`config.mk`:
```
export PLATFORM = sky130hd
export DESIGN_NAME = nlt_ram
export DESIGN_NICKNAME = d
export VERILOG_FILES = /design/src/rtl/core/nlt_ram.sv
export SDC_FILE = /design/constraint.sdc
export NUM_CORES = 1
export LEC_CHECK = 0
export BUFFER_PORTS_ARGS = -buffer_cell sky130_fd_sc_hd__buf_2
export CAP_MARGIN = 20
export CORE_MARGIN = 2
export CORE_UTILIZATION = 40
export DETAILED_ROUTE_END_ITERATION = 12
export REMOVE_ABC_BUFFERS = 1
export SLEW_MARGIN = 20
export SYNTH_ARGS = -nofsm -noshare
export SYNTH_HDL_FRONTEND = slang
export SYNTH_SLANG_ARGS = --single-unit
```
`constraint.sdc`:
```
create_clock -name clk -period 2.35 [get_ports clk]
set_input_delay 0.1175 -clock clk [delete_from_list [all_inputs] [get_ports clk]]
set_output_delay 0.1175 -clock clk [all_outputs]
set_load 0.05 [all_outputs]
```
`src/rtl/core/nlt_ram.sv`:
```
// Generic simple dual-port RAM: one write port, one read port with a
// registered read. No dependencies.
`default_nettype none
module nlt_ram #(
  parameter int WIDTH = 8,
  parameter int DEPTH = 16
) (
  input  wire logic                     clk,
  input  wire logic                     we,
  input  wire logic [$clog2(DEPTH)-1:0] waddr,
  input  wire logic [WIDTH-1:0]         wdata,
  input  wire logic [$clog2(DEPTH)-1:0] raddr,
  output logic      [WIDTH-1:0]         rdata
);

  logic [WIDTH-1:0] mem [DEPTH];

  always_ff @(posedge clk) begin
    if (we) begin
      mem[waddr] <= wdata;
    end
    rdata <= mem[raddr];
  end

endmodule
`default_nettype wire

```
# Yosys cells after proc, flatten, opt, wreduce, memory -nomap -nowiden
# Memories as Yosys holds them, arrays and structs flattened. A register that Yosys moved wholly into a read port is not among the register bits.
# Index checks and enable logic that the tools add are counted.
[word_totals]
input_bits = 18
wordCells = 3
out_inout_bits = 8
mem_count = 1
ramBits = 128
ff_bits = 0
[mem_list]
columns = ["memory", "words", "width", "read_ports", "rd_ports_with_merged_regs", "wr", "line", "rtl"]
rows = [
  ["mem", 16, 8, 1, 1, 1, "16", "logic [WIDTH-1:0] mem [DEPTH];"],
]
[classes]
muxes = 2
[op_table]
columns = ["operator", "n"]
rows = [
  ["$mux W1", 2],
]

# Logic depth before layout (Yosys ltp)
# Gate-level depths: netlist (run 1).
[logic_depth]
word_depth = 2
ltp_mapped = 5
depth_no_buf = 3

# Worst setup path after synthesis (run 1)
# OpenSTA, ideal clock, no wires.
[synth_timing]
path_kind = "input port to flip-flop"
start = "input waddr[2]"
end = "memory mem[0][0], enable pin"
required_ns = 1.967
cell_stages = 2
t_arrival_ns = 1.227
setup_ns = 0.383
path_buffers = 0
slack_ns = 0.740
cell_sequence = "or3b_2 nor3_1"
[synth_rtl]
columns = ["item", "line", "rtl"]
rows = [
  ["start, declared", "10", "input wire logic [$clog2(DEPTH)-1:0] waddr,"],
  ["end, declared", "16", ""],
]
# Straight into the memory's write port.

==> reports/qor.yml, run 1 <==
first_iter_violations: 97
diodes: 0
fin_setup_tns_ps: 0
detail-route-antenna-nets: 0
fp.dieW_um: 117
maxCapViolCount: 0
setup.worst_path.start_class: "flop"
hold_class: "in -> reg"
cts_setup_buffers: 0
crit_path_max_fanout: 1
worstSetupPathType: "reg -> reg"
setup_viol: 0
syn2layout_area_growth_pct: 19.1
clock-root-buffer: "clkbuf_16"
netlist.area_leader.share_pct: 74.7
whs_ps: 95.1
rows: 41
min_from: "wdata[3]"
vias: 2391
worst_slew_pin_slew_ps: 707
yosys.area.top_type: "edfxtp_1"
worstSkewPairLatency_ps: 410
grt_start_max_net_pins: 33
cp.arrival_ps: 1680
grt_pass1_vias: 2558
yosys_register_bits: 136
gp_congestion: 0.739
ir_drop_v: 0.000407
cts_sinks: 136
numPortBuffers: 25
drtPass1Iterations: 4
status: "complete, no violations"
die_h_um: 117
power_per_cell_area_nw_per_um2: 889
p_sw_share_pct: 21.5
yosysWarnings: 0
clk_pin_slew_ps: 60
critPathLaunch: "mem[1][5]"
period_needed_ps: 1390
fillCellCount: 1035
core_area_um2: 12600
multiInputGateArea_um2: 1060
combPwrFrac_pct: 5.6
cts_tree: "yes"
cts_buffers: 17
grt_pass1_wl_um: 15000
synthTopCellsByArea: "edfxtp_1 (75%), mux4_2 (7.9%), mux4_1 (7.1%), dfxtp_1 (3.1%), a22oi_1 (2.3%)"
yosysSeqAreaShare_pct: 77.8
hpwlAfterDp_um: 6310
max_clock_freq_ghz: 0.721
finalHoldViolCount: 0
p_switching_mw: 1.17
layout-drive-gt1-share_pct: 31.4
syn_inst: 229
final-seq-area_um2: 4000
avgViaCountPerCell: 5.11
gr-total-overflow: 0
finalMaxSlewViolations: 0
postCtsHoldBufs: 0
grt_antenna_before_repair: 0
grt.total_usage_pct: 15.2
wl_per_cell_um: 20.7
boundaryPins: 26
fp.dieArea_um2: 13800
initial_core_util_pct: 41.0
wirelength_um: 9690
dp_slack_ps: 705
clk_path_buf_depth: 2
timing.final.ws_setup_ps: 964
htreeDepth: 4
p_leak_nw: 2.07
synth_area_per_cell_um2: 22.5
synth_cell_type_count: 19
critPathCaptureType: "flop"
rsz0062_at_grt: "false"
cp.required_ps: 2640
r2r_start: "mem[1][5]"
cts_resized: 0
pwr-share-seq_pct: 50.0
fin_crit_sh_pct: 59.0
post-route-drc-count: 0
skew_ps: 7.00
power_frac_clock_pct: 44.4
slew_headroom_pct: 52.7
netlist_area_um2: 5150
p_total_mw: 5.45
layout.nets: 301
post-route-util_pct: 48.8
p_int_mw: 4.28
## logic make-up (layout without fill, tap and decap cells)
family,count (synthesis),in the layout,share of synthesized area [%]
AO/OA/AOI/OAI,16,16,2.33
buffers and inverters,10,77,1.68
AND/OR/NAND/NOR,35,35,3.18
multiplexers,32,32,15.0
flip-flops,136,136,77.8
## synth_stat cells
master and count:
a22oi_1 16, and2_1 1, and2b_1 1, buf_2 3
buf_4 1, buf_6 3, clkdlybuf4s25_2 3, dfxtp_1 8
edfxtp_1 128, mux4_1 14, mux4_2 18, nand2_1 9
nand2b_1 2, nand3_1 1, nand3b_1 2, nor2_1 13
nor2b_1 1, nor3_1 4, or3b_2 1
## power by group through the flow
stage	clock network, mW	logic [mW]	registers [mW]
2_1_floorplan	0	0.109	2.83
3_3_place_gp	0	0.304	2.77
3_5_place_dp	0	0.308	2.78
4_1_cts	2.47	0.310	2.73
5_1_grt	2.60	0.326	2.73
6_report	2.42	0.304	2.73
## cell usage in the layout, fill, tap and decap left out, types with 3 or more instances in the layout
cell          n
clkinvlp_4    4
inv_6         3
a22oi_1      16
nand2_1       9
buf_4        18
clkbuf_16    17
nor3_1        4
mux4_2       18
nor2_1       13
edfxtp_1    128
mux4_1       14
buf_2        25
dfxtp_1       8
clkinv_4      3
## stage by stage
step | cells | area, um^2
after floorplan | 219 | 5060
after global placement | 436 | 5580
after detailed placement | 436 | 5580
after CTS | 468 | 6130
after global routing | 468 | 6130
final | 468 | 6130
## worst paths after layout
check,endpoint,cells past startpoint,slack (ps)
setup / recovery,rdata[5],3,960
hold / removal,mem[3][3],1,100
setup reg to reg,rdata[5],3,960
hold reg to reg,rdata[2],3,670
## critical path, stage by stage, from the launching register on
cell and delay (ps):
edfxtp_1 350, mux4_1 520, a22oi_1 320, nand2_1 80
## flip-flops by register name, summed over array words and instances, names as in the netlist
signal  cells
rdata       8
mem       128
## layout make-up
| type | instances | area share (%) |
|---|---|---|
| Multi-Input combinational cell | 83 | 17.2 |
| Tap cell | 172 | 3.51 |
| Clock buffer | 19 | 7.06 |
| Sequential cell | 136 | 65.3 |
| Clock inverter | 13 | 1.98 |
| Timing Repair Buffer | 45 | 4.90 |
## routing by layer
| layer | vias up | track usage [%] | wire length, um |
|---|---|---|---|
| met3 | 12 | 4.38 | 322 |
| li1 | 1084 | - | - |
| met2 | 50 | 24.3 | 4860 |
| met4 | 0 | 6.17 | 149 |
| met1 | 1245 | 19.6 | 4360 |
| met5 | - | 0 | 0 |
Note: power is estimated with default switching activity, not from simulation.
==> run 2: changes to the inputs <==
Clock period 2.35 ns to 1.2 ns, I/O delays scaled along.
==> run 2 against run 1 <==
  * The run now ends with setup timing left
  * First-iteration DRC count is 140% higher
  * Non-clock buffer count increased by 6
  * Maximum frequency grew 10%
  * Via count is 0.13% higher
  * Cell count rose by 1.3%
  * Worst setup slack got worse by 1000 ps
  * Utilization increased by 0.62 points
  * Hold slack got worse by 71 ps
  * Global-route usage increased by 0.36 points
  * Cell area increased by 1.3%
  * Sequential power grew 96%
  * Largest cell class unchanged
==> reports/qor.yml, run 2 (synthesis gave the netlist of run 1 again) <==
status: "finished with violations"
whs_endpoint: "mem[4][3]"
syn2layout_area_growth_pct: 20.6
finalInstanceArea_um2: 6210
p_switching_mw: 2.43
rsz0062_at_grt: "true"
grt_start_max_net_pins: 21
slew_headroom_pct: 39.7
clk_pin_slew_ps: 60
p_total_mw: 10.9
pwr-share-seq_pct: 49.2
max_clock_freq_ghz: 0.796
r2r_start: "mem[0][1]"
path_buf_inv: 0
initial_core_util_pct: 41.0
largest_reg_flops: 128
gp_congestion: 0.777
postPlaceCellArea_um2: 5630
grt_pass1_wl_um: 15300
worstSkewPairLatency_ps: 410
reg_top3: "mem x128, rdata x8"
clock-root-buffer: "clkbuf_16"
hpwlAfterDp_um: 6410
cts_setup_buffers: 0
cp.required_ps: 1500
p_sw_share_pct: 22.3
setup.worst_path.start_class: "flop"
layout-drive-gt1-share_pct: 41.1
worst_slew_pin_slew_ps: 902
grt_antenna_before_repair: 0
layout_commonest_cell: "edfxtp_1"
violations: "setup timing"
core_area_um2: 12600
whs_ps: 24.4
p_int_mw: 8.44
critPathMaxStageDelay_ps: 470
clk_path_buf_depth: 2
cp.arrival_ps: 1560
combPwrFrac_pct: 5.9
setup_viol: 8
crit_path_max_fanout: 1
die_h_um: 117
diodes: 0
drtPass1Iterations: 4
power_frac_clock_pct: 44.9
use_met3_pct: 4.47
cts_sinks: 136
grt_pass1_vias: 2537
wirelength_um: 9800
avgViaCountPerCell: 5.05
vias: 2394
layout.nets: 307
post-route-drc-count: 0
timing.final.ws_setup_ps: -55.8
hold_class: "in -> reg"
gr-total-overflow: 0
grt_use_met2_pct: 25.2
ir_drop_v: 0.000823
htreeDepth: 4
rows: 41
worstHoldPathCells: 1
finalMaxSlewViolations: 0
fillCellCount: 1022
grt_use_met1_pct: 20.0
period_needed_ps: 1260
grt.total_usage_pct: 15.5
fp.dieArea_um2: 13800
detail-route-antenna-nets: 0
final_cell_mix: "edfxtp_1 (128), mux4_2 (30), buf_2 (25)"
first_iter_violations: 236
maxCapViolCount: 0
fin_setup_tns_ps: -223
p_leak_nw: 2.06
path_cells: "mux4_2 -> a22oi_2 -> nand2_1"
postCtsHoldBufs: 0
largest-register: "mem"
finalHoldViolCount: 0
grt_busiest_layer: "met2"
crit_family: "multiplexers"
skew_ps: 5.08
ff2ff_path_depth: 3
reg2reg_slack_ps: -60
cpMaxStageDelayCell: "mux4_2"
cts_buffers: 17
fin_crit_sh_pct: 105
numPortBuffers: 25
boundaryPins: 26
critPathCaptureType: "flop"
r2r_end: "rdata[1]"
power_per_cell_area_nw_per_um2: 1750
cts_tree: "yes"
min_from: "wdata[3]"
wl_per_cell_um: 20.7
worstSetupPathType: "reg -> reg"
fp.dieW_um: 117
run 2: cell count changes in the layout (fill, tap and decap cells not counted), sizes merged:
cell,delta
inv,+2
buf,+6
clkbuf,-2
run 2: how the worst max path moves through the flow:
| stage | startpoint | endpoint | slack (ps) | cells past startpoint |
|---|---|---|---|---|
| 5_1_grt | mem[0][1] | rdata[1] | -110 | 3 |
| 3_5_place_dp | raddr[0] | rdata[7] | -300 | 6 |
| 3_3_place_gp | raddr[0] | rdata[7] | -290 | 6 |
| 6_report | mem[0][1] | rdata[1] | -60 | 3 |
| 4_1_cts | mem[11][7] | rdata[7] | -60 | 3 |
| 2_1_floorplan | waddr[2] | mem[0][0] | -350 | 2 |
run 2: power by group through the flow:
stage / clock network [mW] / registers [mW] / logic (mW)
floorplan: 0 / 5.54 / 0.213
global placement: 0 / 5.44 / 0.615
detailed placement: 0 / 5.44 / 0.623
CTS: 4.95 / 5.35 / 0.652
global route: 5.17 / 5.35 / 0.694
finish: 4.88 / 5.34 / 0.645
run 2: layer usage:
layer  part of all wire, %  wire length (um)
met5                     0                 0
met4                   1.4               137
met3                   2.8               275
met2                    51              5040
met1                    44              4350
run 2: timing repair:
item                                    in CTS  in global routing
endpoints found under the setup margin       8                  8
pin swaps                                    8                  1
gates resized for setup                     20                  2
gates cloned                                 0                  0
run 2: cell type report:
cell class                      count  area [um^2]  area share, %
Clock inverter                     15          144           2.32
Tap cell                          172          215           3.47
Clock buffer                       17          425           6.85
Sequential cell                   136         4000           64.5
Timing Repair Buffer               51          358           5.76
Multi-Input combinational cell     83         1060           17.1
run 2: metrics by stage:
stage / setup WS, ps / instances / utilization (%)
after floorplan: -353 / 219 / -
after global placement: -288 / 442 / 44.8
after detailed placement: -303 / 442 / 44.8
after CTS: -62.1 / 474 / 49.3
after global routing: -105 / 474 / 49.4
final: -55.8 / 474 / 49.4
